--- config.mk ---
export PLATFORM = sky130hd
export DESIGN_NAME = reply_loss_tracker_nak_builder_core
export DESIGN_NICKNAME = d
export VERILOG_FILES = /design/src/rtl/rlt_pkg.sv /design/src/rtl/rlt_ram.sv /design/src/rtl/reply_loss_tracker_nak_builder_core.sv
export VERILOG_INCLUDE_DIRS = /design/src /design/src/rtl
export SDC_FILE = /design/constraint.sdc
export NUM_CORES = 1
export LEC_CHECK = 0
export ABC_AREA = 1
export BUFFER_PORTS_ARGS = -buffer_cell sky130_fd_sc_hd__buf_2
export CAP_MARGIN = 30
export CORE_MARGIN = 5
export CORE_UTILIZATION = 50
export CTS_CLUSTER_SIZE = 25
export DETAILED_ROUTE_END_ITERATION = 16
export HOLD_SLACK_MARGIN = 0.1
export PLACE_DENSITY = 0.66
export RECOVER_POWER = 100
export SLEW_MARGIN = 20
export SYNTH_ARGS = -nofsm -noshare
export SYNTH_HDL_FRONTEND = slang
export SYNTH_SLANG_ARGS = --single-unit
--- constraint.sdc ---
create_clock -name clk -period 8 [get_ports clk]
set_input_delay 0.8 -clock clk [delete_from_list [all_inputs] [get_ports clk]]
set_output_delay 0.8 -clock clk [all_outputs]
set_load 0.02 [all_outputs]
--- src/rtl/assert_macros.svh ---
// Assertion macros shared by the RTL of the reply loss tracker.
// Expects clk and rst_n in the scope of every use.
`ifndef ASSERT_MACROS_SVH
`define ASSERT_MACROS_SVH

// Property checked at every rising edge outside reset.
`define RLT_ASSERT(label, prop, msg) \
    label: assert property (@(posedge clk) disable iff (!rst_n) prop) \
        else $error(msg);

// Condition that must never hold outside reset.
`define RLT_ASSERT_NEVER(label, expr, msg) \
    label: assert property (@(posedge clk) disable iff (!rst_n) !(expr)) \
        else $error(msg);

`endif

--- src/rtl/rlt_pkg.sv ---
// Package of the reply loss tracker: sizes, types, codes and row helpers.
// No dependencies; used by reply_loss_tracker_nak_builder_core.
package rlt_pkg;

    localparam int SLOTS         = 512;
    localparam int MAX_OUT_BYTES = 64;
    localparam int SEQ_W         = 7;
    localparam int WRAP_W        = 3;
    localparam int ACK_SLOT_W    = SEQ_W + WRAP_W;
    localparam int SLOT_W        = $clog2(SLOTS);
    localparam int ROW_BITS      = 16;
    localparam int BIT_W         = $clog2(ROW_BITS);
    localparam int ROWS          = SLOTS / ROW_BITS;
    localparam int ROW_W         = $clog2(ROWS);
    localparam int CNT_W         = SLOT_W + 1;
    localparam int LIMIT_W       = 4;
    localparam int BUDGET_W      = 7;
    localparam int BYTE_W        = 8;
    localparam int WRAP_MAX      = 7;
    localparam int LIST_MAX      = 15;
    localparam int ESC_LIMIT     = 254;
    localparam int ESC_BYTE      = 8'hff;
    localparam int RESET_LIMIT   = 10;
    localparam int RESET_BUDGET  = 64;

    typedef logic [SEQ_W-1:0]      seq_t;
    typedef logic [WRAP_W-1:0]     wrap_t;
    typedef logic [ACK_SLOT_W-1:0] ack_slot_t;
    typedef logic [SLOT_W-1:0]     slot_t;
    typedef logic [ROW_W-1:0]      row_t;
    typedef logic [BIT_W-1:0]      bit_idx_t;
    typedef logic [ROW_BITS-1:0]   row_bits_t;
    typedef logic [CNT_W-1:0]      cnt_t;
    typedef logic [LIMIT_W-1:0]    lists_t;
    typedef logic [BUDGET_W-1:0]   budget_t;
    typedef logic [BYTE_W-1:0]     byte_t;
    typedef logic [BIT_W:0]        pop_t;

    typedef enum logic [1:0] {
        REQ_ACK   = 2'd0,
        REQ_FLUSH = 2'd1,
        REQ_RESET = 2'd2,
        REQ_NONE  = 2'd3
    } req_t;

    typedef enum logic [0:0] {
        CFG_LIMIT  = 1'b0,
        CFG_BUDGET = 1'b1
    } cfg_idx_t;

    typedef enum logic [3:0] {
        ST_CLEAR,
        ST_IDLE,
        ST_ACK_WR,
        ST_CNT_RD,
        ST_CNT_ACC,
        ST_EM_CNT,
        ST_EM_RD,
        ST_EM_LOAD,
        ST_EM_IDX,
        ST_EM_ESC
    } state_t;

    function automatic pop_t popcount(input row_bits_t v);
        pop_t n;
        n = '0;
        for (int b = 0; b < ROW_BITS; b++)
        begin
            n = n + pop_t'(v[b]);
        end
        return n;
    endfunction

    function automatic bit_idx_t lowest_set(input row_bits_t v);
        bit_idx_t idx;
        idx = '0;
        for (int b = ROW_BITS - 1; b >= 0; b--)
        begin
            if (v[b])
            begin
                idx = bit_idx_t'(b);
            end
        end
        return idx;
    endfunction

    // Slots of a row that lie at or below the top slot.
    function automatic row_bits_t row_mask(input row_t row, input row_t last_row,
                                           input bit_idx_t top_lo);
        row_bits_t m;
        for (int b = 0; b < ROW_BITS; b++)
        begin
            m[b] = (row < last_row) || (bit_idx_t'(b) <= top_lo);
        end
        return m;
    endfunction

endpackage

--- src/rtl/rlt_ram.sv ---
// Generic simple dual-port RAM: one write port, one registered read port.
// No dependencies.
module rlt_ram #(
    parameter int WIDTH = 16,
    parameter int DEPTH = 32
) (
    input  logic                     clk,
    input  logic                     we,
    input  logic [$clog2(DEPTH)-1:0] waddr,
    input  logic [WIDTH-1:0]         wdata,
    input  logic [$clog2(DEPTH)-1:0] raddr,
    output logic [WIDTH-1:0]         rdata
);

    logic [WIDTH-1:0] mem [DEPTH];
    logic [WIDTH-1:0] rdata_reg;

    always_ff @(posedge clk)
    begin
        if (we)
        begin
            mem[waddr] <= wdata;
        end
        rdata_reg <= mem[raddr];
    end

    assign rdata = rdata_reg;

endmodule

--- src/rtl/reply_loss_tracker_nak_builder_core.sv ---
// Reply loss tracker and NAK list builder, top level.
// Depends on rlt_pkg, rlt_ram and assert_macros.svh.
//
// Received slots are kept as a bitmap in a RAM of 32 rows of 16 bits. An ack
// is accepted with a row read and then writes the row back; an ack whose slot
// is out of range, a skipped flush and an unused request are only accepted. A
// flush is accepted, reads each row up to the top slot to count the missing
// slots and, if any is missing, emits the count byte, then reads, loads and
// indexes each row again and emits the bytes of each missing slot up to the
// byte budget (waiting while the output is stalled), then runs a clearing
// pass over the bitmap RAM. After reset and after a session reset the same
// clearing pass runs before the first item is taken. Configuration writes are
// taken at any time; the byte budget is latched when a flush starts.
module reply_loss_tracker_nak_builder_core (
    input  logic       clk,
    input  logic       rst_n,
    input  logic       cfg_we,
    input  logic [0:0] cfg_addr,
    input  logic [6:0] cfg_wdata,
    input  logic       s_axis_tvalid,
    output logic       s_axis_tready,
    input  logic [7:0] s_axis_tdata,   // [6:0] seq
    input  logic [1:0] s_axis_tuser,   // [1:0] req_type
    output logic       m_axis_tvalid,
    input  logic       m_axis_tready,
    output logic [7:0] m_axis_tdata,   // [7:0] nak_byte
    output logic [0:0] m_axis_tuser,   // [0] is_count
    output logic       m_axis_tlast
);

    `include "assert_macros.svh"

    rlt_pkg::state_t    state_reg, state_next;
    rlt_pkg::lists_t    limit_reg, limit_next;
    rlt_pkg::budget_t   budget_reg, budget_next;
    rlt_pkg::slot_t     top_reg, top_next;
    rlt_pkg::wrap_t     wrap_reg, wrap_next;
    rlt_pkg::seq_t      last_seq_reg, last_seq_next;
    rlt_pkg::lists_t    lists_reg, lists_next;
    rlt_pkg::row_t      row_reg, row_next;
    rlt_pkg::cnt_t      missing_reg, missing_next;
    rlt_pkg::budget_t   n_reg, n_next;
    rlt_pkg::budget_t   budget_eff_reg, budget_eff_next;
    logic               out_valid_reg, out_valid_next;

    rlt_pkg::row_t      ack_row_reg, ack_row_next;
    rlt_pkg::bit_idx_t  ack_bit_reg, ack_bit_next;
    rlt_pkg::seq_t      flush_seq_reg, flush_seq_next;
    rlt_pkg::row_bits_t mask_reg, mask_next;
    rlt_pkg::bit_idx_t  sel_bit_reg, sel_bit_next;
    rlt_pkg::slot_t     v_reg, v_next;
    rlt_pkg::byte_t     out_byte_reg, out_byte_next;
    logic               out_cnt_reg, out_cnt_next;
    logic               out_last_reg, out_last_next;

    logic               ram_we;
    rlt_pkg::row_t      ram_waddr;
    rlt_pkg::row_bits_t ram_wdata;
    rlt_pkg::row_t      ram_raddr;
    rlt_pkg::row_bits_t ram_rdata;

    rlt_pkg::req_t      req;
    rlt_pkg::seq_t      seq;
    rlt_pkg::wrap_t     ack_wrap;
    rlt_pkg::ack_slot_t ack_slot;
    rlt_pkg::slot_t     ack_slot_t;
    logic               ack_in_range;
    rlt_pkg::row_t      last_row;
    rlt_pkg::row_bits_t cur_mask;
    rlt_pkg::cnt_t      missing_sum;
    rlt_pkg::budget_t   n_inc;
    logic               out_free;
    logic               finish;
    logic               is_last;

    rlt_ram #(
        .WIDTH(rlt_pkg::ROW_BITS),
        .DEPTH(rlt_pkg::ROWS)
    ) u_bitmap (
        .clk  (clk),
        .we   (ram_we),
        .waddr(ram_waddr),
        .wdata(ram_wdata),
        .raddr(ram_raddr),
        .rdata(ram_rdata)
    );

    assign req      = rlt_pkg::req_t'(s_axis_tuser);
    assign seq      = s_axis_tdata[rlt_pkg::SEQ_W-1:0];
    assign ack_wrap = (seq < last_seq_reg && wrap_reg < rlt_pkg::WRAP_MAX) ?
                      rlt_pkg::wrap_t'(wrap_reg + 1'b1) : wrap_reg;
    assign ack_slot     = {ack_wrap, seq};
    assign ack_in_range = ack_slot < rlt_pkg::SLOTS;
    assign ack_slot_t   = rlt_pkg::slot_t'(ack_slot);

    assign last_row    = top_reg[rlt_pkg::SLOT_W-1:rlt_pkg::BIT_W];
    assign cur_mask    = rlt_pkg::row_mask(row_reg, last_row,
                                           top_reg[rlt_pkg::BIT_W-1:0]);
    assign missing_sum = missing_reg + rlt_pkg::cnt_t'(rlt_pkg::popcount(~ram_rdata & cur_mask));
    assign n_inc       = rlt_pkg::budget_t'(n_reg + 1'b1);
    assign out_free    = !out_valid_reg || m_axis_tready;

    always_comb
    begin
        state_next      = state_reg;
        limit_next      = limit_reg;
        budget_next     = budget_reg;
        top_next        = top_reg;
        wrap_next       = wrap_reg;
        last_seq_next   = last_seq_reg;
        lists_next      = lists_reg;
        row_next        = row_reg;
        missing_next    = missing_reg;
        n_next          = n_reg;
        budget_eff_next = budget_eff_reg;
        ack_row_next    = ack_row_reg;
        ack_bit_next    = ack_bit_reg;
        flush_seq_next  = flush_seq_reg;
        mask_next       = mask_reg;
        sel_bit_next    = sel_bit_reg;
        v_next          = v_reg;
        out_byte_next   = out_byte_reg;
        out_cnt_next    = out_cnt_reg;
        out_last_next   = out_last_reg;
        out_valid_next  = out_valid_reg && !m_axis_tready;
        ram_we          = 1'b0;
        ram_waddr       = row_reg;
        ram_wdata       = '0;
        ram_raddr       = row_reg;
        s_axis_tready   = 1'b0;
        finish          = 1'b0;
        is_last         = 1'b0;

        if (cfg_we)
        begin
            unique case (rlt_pkg::cfg_idx_t'(cfg_addr))
                rlt_pkg::CFG_LIMIT:  limit_next  = cfg_wdata[rlt_pkg::LIMIT_W-1:0];
                rlt_pkg::CFG_BUDGET: budget_next = cfg_wdata[rlt_pkg::BUDGET_W-1:0];
            endcase
        end

        unique case (state_reg)
            rlt_pkg::ST_CLEAR:
            begin
                ram_we   = 1'b1;
                row_next = rlt_pkg::row_t'(row_reg + 1'b1);
                if (row_reg == rlt_pkg::row_t'(rlt_pkg::ROWS - 1))
                begin
                    state_next = rlt_pkg::ST_IDLE;
                end
            end
            rlt_pkg::ST_IDLE:
            begin
                s_axis_tready = 1'b1;
                ram_raddr     = ack_slot_t[rlt_pkg::SLOT_W-1:rlt_pkg::BIT_W];
                if (s_axis_tvalid)
                begin
                    case (req)
                        rlt_pkg::REQ_ACK:
                        begin
                            wrap_next     = ack_wrap;
                            last_seq_next = seq;
                            if (ack_in_range)
                            begin
                                ack_row_next = ack_slot_t[rlt_pkg::SLOT_W-1:rlt_pkg::BIT_W];
                                ack_bit_next = ack_slot_t[rlt_pkg::BIT_W-1:0];
                                if (ack_slot_t > top_reg)
                                begin
                                    top_next = ack_slot_t;
                                end
                                state_next = rlt_pkg::ST_ACK_WR;
                            end
                        end
                        rlt_pkg::REQ_FLUSH:
                        begin
                            if (top_reg != '0 && lists_reg <= limit_reg)
                            begin
                                if (lists_reg != rlt_pkg::lists_t'(rlt_pkg::LIST_MAX))
                                begin
                                    lists_next = rlt_pkg::lists_t'(lists_reg + 1'b1);
                                end
                                if (budget_reg == '0)
                                begin
                                    budget_eff_next = rlt_pkg::budget_t'(1);
                                end
                                else if (budget_reg > rlt_pkg::MAX_OUT_BYTES)
                                begin
                                    budget_eff_next = rlt_pkg::budget_t'(rlt_pkg::MAX_OUT_BYTES);
                                end
                                else
                                begin
                                    budget_eff_next = budget_reg;
                                end
                                flush_seq_next = seq;
                                missing_next   = '0;
                                n_next         = '0;
                                row_next       = '0;
                                state_next     = rlt_pkg::ST_CNT_RD;
                            end
                        end
                        rlt_pkg::REQ_RESET:
                        begin
                            top_next      = '0;
                            wrap_next     = '0;
                            last_seq_next = '0;
                            lists_next    = '0;
                            row_next      = '0;
                            state_next    = rlt_pkg::ST_CLEAR;
                        end
                        default:
                        begin
                        end
                    endcase
                end
            end
            rlt_pkg::ST_ACK_WR:
            begin
                ram_we     = 1'b1;
                ram_waddr  = ack_row_reg;
                ram_wdata  = ram_rdata | (rlt_pkg::row_bits_t'(1) << ack_bit_reg);
                state_next = rlt_pkg::ST_IDLE;
            end
            rlt_pkg::ST_CNT_RD:
            begin
                state_next = rlt_pkg::ST_CNT_ACC;
            end
            rlt_pkg::ST_CNT_ACC:
            begin
                missing_next = missing_sum;
                if (row_reg == last_row)
                begin
                    row_next = '0;
                    if (missing_sum != '0)
                    begin
                        state_next = rlt_pkg::ST_EM_CNT;
                    end
                    else
                    begin
                        finish = 1'b1;
                    end
                end
                else
                begin
                    row_next   = rlt_pkg::row_t'(row_reg + 1'b1);
                    state_next = rlt_pkg::ST_CNT_RD;
                end
            end
            rlt_pkg::ST_EM_CNT:
            begin
                if (out_free)
                begin
                    is_last        = (n_inc == budget_eff_reg);
                    out_valid_next = 1'b1;
                    out_byte_next  = missing_reg[rlt_pkg::BYTE_W-1:0];
                    out_cnt_next   = 1'b1;
                    out_last_next  = is_last;
                    n_next         = n_inc;
                    if (is_last)
                    begin
                        finish = 1'b1;
                    end
                    else
                    begin
                        state_next = rlt_pkg::ST_EM_RD;
                    end
                end
            end
            rlt_pkg::ST_EM_RD:
            begin
                state_next = rlt_pkg::ST_EM_LOAD;
            end
            rlt_pkg::ST_EM_LOAD:
            begin
                mask_next  = ~ram_rdata & cur_mask;
                state_next = rlt_pkg::ST_EM_IDX;
            end
            rlt_pkg::ST_EM_IDX:
            begin
                if (mask_reg == '0)
                begin
                    if (row_reg == last_row)
                    begin
                        finish = 1'b1;
                    end
                    else
                    begin
                        row_next   = rlt_pkg::row_t'(row_reg + 1'b1);
                        state_next = rlt_pkg::ST_EM_RD;
                    end
                end
                else
                begin
                    sel_bit_next = rlt_pkg::lowest_set(mask_reg);
                    v_next       = {row_reg, rlt_pkg::lowest_set(mask_reg)};
                    state_next   = rlt_pkg::ST_EM_ESC;
                end
            end
            rlt_pkg::ST_EM_ESC:
            begin
                if (out_free)
                begin
                    out_valid_next = 1'b1;
                    out_cnt_next   = 1'b0;
                    n_next         = n_inc;
                    if (v_reg > rlt_pkg::ESC_LIMIT)
                    begin
                        is_last       = (n_inc == budget_eff_reg);
                        out_byte_next = rlt_pkg::byte_t'(rlt_pkg::ESC_BYTE);
                        v_next        = rlt_pkg::slot_t'(v_reg - rlt_pkg::ESC_LIMIT);
                    end
                    else
                    begin
                        is_last       = (n_inc == budget_eff_reg) ||
                                        (missing_reg == rlt_pkg::cnt_t'(1));
                        out_byte_next = rlt_pkg::byte_t'(v_reg);
                        missing_next  = rlt_pkg::cnt_t'(missing_reg - 1'b1);
                        mask_next     = mask_reg & ~(rlt_pkg::row_bits_t'(1) << sel_bit_reg);
                        state_next    = rlt_pkg::ST_EM_IDX;
                    end
                    out_last_next = is_last;
                    if (is_last)
                    begin
                        finish = 1'b1;
                    end
                end
            end
            default:
            begin
                state_next = rlt_pkg::ST_CLEAR;
                row_next   = '0;
            end
        endcase

        if (finish)
        begin
            top_next      = rlt_pkg::slot_t'(flush_seq_reg);
            wrap_next     = '0;
            last_seq_next = '0;
            row_next      = '0;
            state_next    = rlt_pkg::ST_CLEAR;
        end
    end

    always_ff @(posedge clk or negedge rst_n)
    begin
        if (!rst_n)
        begin
            state_reg      <= rlt_pkg::ST_CLEAR;
            limit_reg      <= rlt_pkg::lists_t'(rlt_pkg::RESET_LIMIT);
            budget_reg     <= rlt_pkg::budget_t'(rlt_pkg::RESET_BUDGET);
            top_reg        <= '0;
            wrap_reg       <= '0;
            last_seq_reg   <= '0;
            lists_reg      <= '0;
            row_reg        <= '0;
            missing_reg    <= '0;
            n_reg          <= '0;
            budget_eff_reg <= rlt_pkg::budget_t'(1);
            out_valid_reg  <= 1'b0;
        end
        else
        begin
            state_reg      <= state_next;
            limit_reg      <= limit_next;
            budget_reg     <= budget_next;
            top_reg        <= top_next;
            wrap_reg       <= wrap_next;
            last_seq_reg   <= last_seq_next;
            lists_reg      <= lists_next;
            row_reg        <= row_next;
            missing_reg    <= missing_next;
            n_reg          <= n_next;
            budget_eff_reg <= budget_eff_next;
            out_valid_reg  <= out_valid_next;
        end
    end

    always_ff @(posedge clk)
    begin
        ack_row_reg   <= ack_row_next;
        ack_bit_reg   <= ack_bit_next;
        flush_seq_reg <= flush_seq_next;
        mask_reg      <= mask_next;
        sel_bit_reg   <= sel_bit_next;
        v_reg         <= v_next;
        out_byte_reg  <= out_byte_next;
        out_cnt_reg   <= out_cnt_next;
        out_last_reg  <= out_last_next;
    end

    assign m_axis_tvalid = out_valid_reg;
    assign m_axis_tdata  = out_byte_reg;
    assign m_axis_tuser  = out_cnt_reg;
    assign m_axis_tlast  = out_last_reg;

    // a waiting item stays on the output until it is taken
    `RLT_ASSERT(a_out_held, m_axis_tvalid && !m_axis_tready |=> m_axis_tvalid && $stable(m_axis_tdata), "item changed while waiting")
    `RLT_ASSERT(a_budget_kept, m_axis_tvalid |-> n_reg <= budget_eff_reg, "byte budget exceeded")
    `RLT_ASSERT_NEVER(a_index_without_missing, state_reg == rlt_pkg::ST_EM_ESC && missing_reg == '0, "index emitted with no missing slot left")

endmodule

==> results of run 1 <==
logic make-up (layout without fill, tap and decap cells):
group | after synthesis | after routing | synth area share
buffers and inverters | 316 | 404 | 0.04554
XOR/XNOR | 10 | 10 | 0.003063
AO/OA/AOI/OAI | 648 | 648 | 0.1295
flip-flops | 651 | 651 | 0.6662
adder cells (fa/ha/maj) | 52 | 52 | 0.02590
AND/OR/NAND/NOR | 894 | 894 | 0.1298
stage by stage:
stage / instances / area [µm²] / hold WS [ns] / utilization
floorplan: 2571 / 28600 / 0.4530 / -
global placement: 3288 / 29670 / 0.4678 / 0.5252
detailed placement: 3289 / 29690 / 0.4757 / 0.5255
CTS: 3410 / 31950 / 0.4043 / 0.5655
global route: 3415 / 31740 / 0.4219 / 0.5618
finish: 3415 / 31740 / 0.4272 / 0.5618
layout make-up:
| type | count | area, µm² |
|---|---|---|
| Clock buffer | 82 | 1805 |
| Clock inverter | 39 | 449.2 |
| Fill cell | 4745 | 24760 |
| Inverter | 183 | 693.2 |
| Multi-Input combinational cell | 1604 | 8288 |
| Sequential cell | 651 | 19050 |
| Tap cell | 756 | 945.9 |
| Timing Repair Buffer | 100 | 504.2 |
final timing paths:
path | startpoint | end | slack (ns) | cells after the start
worst max-delay path | row_reg[4] | row_reg[4] | 0.71 | 28
worst min-delay path | cfg_wdata[6] | budget_reg[6] | 0.43 | 3
worst max register to register | row_reg[4] | row_reg[4] | 0.71 | 28
worst min register to register | last_seq_reg[1] | last_seq_reg[1] | 0.49 | 2
max in group asynchronous | rst_n | missing_reg[9] | 4.38 | 3
min in group asynchronous | rst_n | n_reg[0] | 0.45 | 2
layer usage:
layer / track usage / vias up
met5: 0 / -
met4: 0.07698 / 0
met3: 0.03748 / 155
met2: 0.3792 / 636
met1: 0.2916 / 9828
li1: - / 9318
critical path: cells and delay by family (launching register included):
family	cells	cell delay, ns
adders and majority gates	7	3.43
DFF	1	0.47
AOI/OAI and AO/OA	1	0.45
and+or+nand+nor	15	2.19
xor gates and xnor gates	1	0.24
buffers and inverters	4	0.39
synth_stat cells, types with 2 or more instances:
cell type    n  area share
edfxtp_1   567        0.60
nor2_1     379       0.050
nand2_1    325       0.043
o21ai_0    302       0.053
inv_1      173       0.023
o21ai_1    125       0.022
nand3_1    110       0.019
o22ai_1     75       0.016
dfrtp_1     64       0.056
o221ai_1    64       0.020
clkbuf_1    62      0.0081
buf_2       55      0.0096
a21oi_1     46      0.0081
nand4_1     46       0.010
ha_1        40       0.018
dfxtp_1     16       0.011
fa_1        12      0.0084
nor3_1      11      0.0019
inv_2        9      0.0012
buf_4        8      0.0021
o41ai_1      7      0.0021
xor2_1       7      0.0021
a211oi_1     5      0.0013
a31oi_1      5      0.0011
nand2_2      5      0.0011
buf_1        4     0.00052
dfstp_2      4      0.0037
nand3b_1     4      0.0011
nor2_2       4     0.00087
o32ai_1      4      0.0012
o31ai_1      3     0.00079
xnor2_1      3     0.00092
buf_6        2     0.00079
clkbuf_2     2     0.00035
nor3_2       2     0.00070
nor4_1       2     0.00044
o211ai_1     2     0.00052
o21a_1       2     0.00052
==> results.yml, run 1 <==
status:
  run_status: "complete, but fails checks"
  violations: "capacitance limit, slew limit"
worst_setup_path:
  timing_worst_setup_path_type: "reg -> reg"
  arrival_ns: 7.80
  timing.critical_path.from_type: "register"
  path_max_fanout: 14
  crit_end_category: "register"
  critical_path.max_stage_delay_ns: 0.55
  worst-endpoint-required_ns: 8.51
  crit_slowest_cell: "fa_1"
detailed_routing:
  dr_wl_met3_um: 4176
  vias: 19937
  drtIter0Drc: 1836
  met2_length_um: 35060
  drt_first_pass_iters: 5
  highest_layer: "met4"
  routedLengthMet1_um: 29100
  viasPerCell: 5.838
  ant_nets: 0
  per_cell_routed_wire_length_um: 20.75
  finalWirelength_um: 70860
  route.detailed.drc: 0
layout:
  final_cell_mix: "edfxtp_1 (567), nor2_1 (382), nand2_1 (325), o21ai_0 (319), inv_1 (178)"
  largest_register_ff_count: 512
  post_route_cells_drive_above_1_share: 0.05942
  num_antenna_cells: 0
  final_common_cell: "edfxtp_1"
  finish.net_count: 2683
  layout-area-overhead-vs-synth_pct: 10.98
floorplanning:
  core_area_um2: 56500
  chipHeight_um: 249.2
  fp.dieArea_um2: 62080
  dieWidth_um: 249.2
  num_rows: 87
  initial_core_util: 0.5062
  number_of_top_level_design_ports: 35
logic_synthesis:
  dominantRegCellSynth: "edfxtp_1"
  avgSynthCellArea_um2: 11.12
  synth_warnings: 0
  postSynthNetCount: 2646
  ys_seq_area_frac: 0.6662
  post_synth_instance_area_um2: 28600
  synth_edf_count: 567
  yosys_register_bits: 651
  async_reset_ff_frac: 0.1045
  yosysUniqueCellTypes: 53
  post_synth_inst_count: 2571
clock_tree:
  ctsResizeCount: 0
  clk_root_buffer_cell: "clkbuf_16"
  clk_latency_ns: 0.63
  cts_max_path_buffers: 3
  clock_tree_from_tritoncts: "done"
  clk_pin_slew_worst_paths_ns: 0.06
  ctsHtreeMaxLevel: 3
  cts.sink_count: 651
  numCtsBuffers: 68
  ctsHoldBuffers: 0
  post_cts_repair_setup_buffers: 0
run:
  maxCapViolCount: 15
worst_hold_path:
  hold_path_class: "in -> reg"
global_route:
  grt_usage: 0.2225
  via_count_of_the_first_global_routing_pass: 19169
  overflow: 0
  grt_pass1_wl_um: 108600
  grt_max_degree: 258
  number_of_antenna_violations_at_the_first_check_in_global_routing: 0
placed_design:
  gp_congestion: 0.8989
  preCtsSetupSlack_ns: 0.7392
  detailed_placer_s_ending_hpwl_um: 41840
  io_buffers: 33
timing:
  worst_slew_pin_slew_ns: 2.767
  finalWorstPathRequiredPeriod_ns: 7.289
  report.final.hold_viol_count: 0
  rsz_0062_raised_after_global_routing: "false"
  drv_slew: 575
  headroom_to_the_max_slew_limit: -0.8450
  timing.fmax_ghz: 0.1372
  final_period_utilization: 0.9111
  layout_skew_ns: 0.02316
  post-route-worst-setup-slack_ns: 0.7114
  finalSetupViolCount: 0
  finalSetupTns_ns: 0
Power of run 1 is not shown: default switching activity piles up to over one toggle a cycle in this logic, so the estimate is an artifact.
==> inputs of run 2 (changes only) <==
--- a/config.mk
+++ b/config.mk
@@ -11,6 +11,7 @@
 export CAP_MARGIN = 30
 export CORE_MARGIN = 5
 export CORE_UTILIZATION = 50
+export CTS_BUF_LIST = sky130_fd_sc_hd__clkbuf_8
 export CTS_CLUSTER_SIZE = 25
 export DETAILED_ROUTE_END_ITERATION = 16
 export HOLD_SLACK_MARGIN = 0.1
==> run 2 against run 1 <==
Effect of this change:
- the flow still finishes with violations (capacitance limit, slew limit)
- die area did not move
- clock-buffer cell count rose by 29
- non-clock buffer count rose by 1
- fmax fell by 0.35%
- global-route usage rose by 0.086 points
- worst setup slack got worse by 0.025 ns
- clock skew rose by 0.019 ns
- final cell count rose by 2.0%
- largest cell class unchanged
==> results.yml, run 2 (same netlist as run 1, synthesis figures left out) <==
floorplanning:
  chipHeight_um: 249.2
  initial_core_util: 0.5062
  fp.dieArea_um2: 62080
  dieWidth_um: 249.2
  number_of_top_level_design_ports: 35
  num_rows: 87
  core_area_um2: 56500
clock_tree:
  cts.sink_count: 651
  clk_pin_slew_worst_paths_ns: 0.06
  numCtsBuffers: 103
  clk_latency_ns: 0.74
  ctsHtreeMaxLevel: 3
  clock_tree_from_tritoncts: "done"
  cts_max_path_buffers: 3
  clk_root_buffer_cell: "clkbuf_8"
detailed_routing:
  viasPerCell: 5.754
  per_cell_routed_wire_length_um: 20.48
  finalWirelength_um: 71320
  drtIter0Drc: 1877
  drt_first_pass_iters: 6
  ant_nets: 0
  vias: 20037
  route.detailed.drc: 0
layout:
  largest_register_ff_count: 512
  finish.net_count: 2719
  layout-area-overhead-vs-synth_pct: 9.931
  multi_input_gate_area_um2: 8292
  final_cell_mix: "edfxtp_1 (567), nor2_1 (382), nand2_1 (325), o21ai_0 (319), inv_1 (210)"
  final-seq-area_um2: 19050
  post_route_cells_drive_above_1_share: 0.07119
  layout.filler_cells: 4829
  final_common_cell: "edfxtp_1"
status:
  run_status: "complete, but fails checks"
  violations: "capacitance limit, slew limit"
timing:
  timing.fmax_ghz: 0.1367
  worst_slew_pin_slew_ns: 2.792
  rsz_0062_raised_after_global_routing: "false"
  drv_slew: 607
  finalWorstPathRequiredPeriod_ns: 7.314
  headroom_to_the_max_slew_limit: -0.8615
  final_period_utilization: 0.9143
  finalSetupTns_ns: 0
  report.final.hold_viol_count: 0
  finalSetupViolCount: 0
  layout_skew_ns: 0.04194
run:
  maxCapViolCount: 16
worst_setup_path:
  arrival_ns: 7.92
  crit_slowest_cell: "fa_1"
  crit_end_category: "register"
  worst-path-buf-inv: 4
  timing.critical_path.from_type: "register"
  critical_path.max_stage_delay_ns: 0.55
  worst_path_dominant_cell_family: "adder cells"
  timing_worst_setup_path_type: "reg -> reg"
  path_max_fanout: 14
  worst-endpoint-required_ns: 8.60
  timing.rr.start: "row_reg[4]"
  launching_element_of_the_worst_setup_path: "row_reg[4]"
global_route:
  grt_usage: 0.2234
  overflow: 0
  via_count_of_the_first_global_routing_pass: 19514
  grt_max_degree: 258
  number_of_antenna_violations_at_the_first_check_in_global_routing: 1
  grt_pass1_wl_um: 109300
placed_design:
  gp_congestion: 0.8989
  detailed_placer_s_ending_hpwl_um: 41840
  io_buffers: 33
worst_hold_path:
  launch_instance_of_the_worst_min_delay_path: "cfg_wdata[6]"
  hold_path_class: "in -> reg"
-- run 2: changes by cell type in the layout (fill, tap and decap cells not counted), moves of 2 or more --
cell / previous run / this run
inv_12: 0 / 2
inv_1: 178 / 210
clkbuf_16: 69 / 0
clkbuf_1: 81 / 71
bufinv_16: 6 / 1
clkinv_2: 9 / 11
clkinv_16: 3 / 1
clkinv_1: 18 / 26
clkbuf_8: 3 / 111
-- run 2: cell type report --
class,instances,area share
Tap cell,756,0.03009
Timing Repair Buffer,101,0.01636
Multi-Input combinational cell,1604,0.2637
Inverter,183,0.02205
Antenna cell,1,0.00007960
Clock buffer,111,0.04859
Sequential cell,651,0.6060
Clock inverter,75,0.01305
-- run 2: path summary, 6_finish.rpt --
path | end | slack, ns | depth (start not counted)
setup / recovery | row_reg[4] | 0.69 | 28
hold / removal | budget_reg[6] | 0.33 | 3
setup reg to reg | row_reg[4] | 0.69 | 28
hold reg to reg | last_seq_reg[1] | 0.49 | 2
max in group asynchronous | last_seq_reg[3] | 3.93 | 4
min in group asynchronous | budget_reg[4] | 0.89 | 3
-- run 2: per-layer routing --
metal | track usage | wire [µm]
met5 | 0 | 0
met4 | 0.08467 | 2711
met3 | 0.04020 | 4332
met2 | 0.3769 | 34720
met1 | 0.2910 | 29550
-- run 2: worst reg2reg max path, delay by kind of cell, from the launching register on --
kind	cells	cell delay (ns)
fa+ha+maj	7	3.42
buf+inv	4	0.39
compound gates	1	0.47
simple gates	15	2.22
xor+xnor	1	0.24
flops	1	0.47
-- run 2: per-stage QoR --
step	cells	utilization	hold slack (ns)	worst slack [ns]	cell area, µm²
2_1_floorplan	2571	-	0.4530	2.032	28600
3_3_place_gp	3288	0.5252	0.4678	0.8772	29670
3_5_place_dp	3289	0.5255	0.4757	0.7392	29690
4_1_cts	3475	0.5599	0.2829	0.6999	31630
5_1_grt	3482	0.5565	0.2963	0.1145	31440
6_report	3482	0.5565	0.3322	0.6859	31440
-- run 2: timing repair --
action / in CTS / in global routing
resized for setup: 0 / 0
hold endpoints to repair: 0 / 16
endpoints found under the setup margin: 0 / 0
setup buffers: 0 / 0
hold buffers: 0 / 1
Power of run 2 is left out for the same reason.
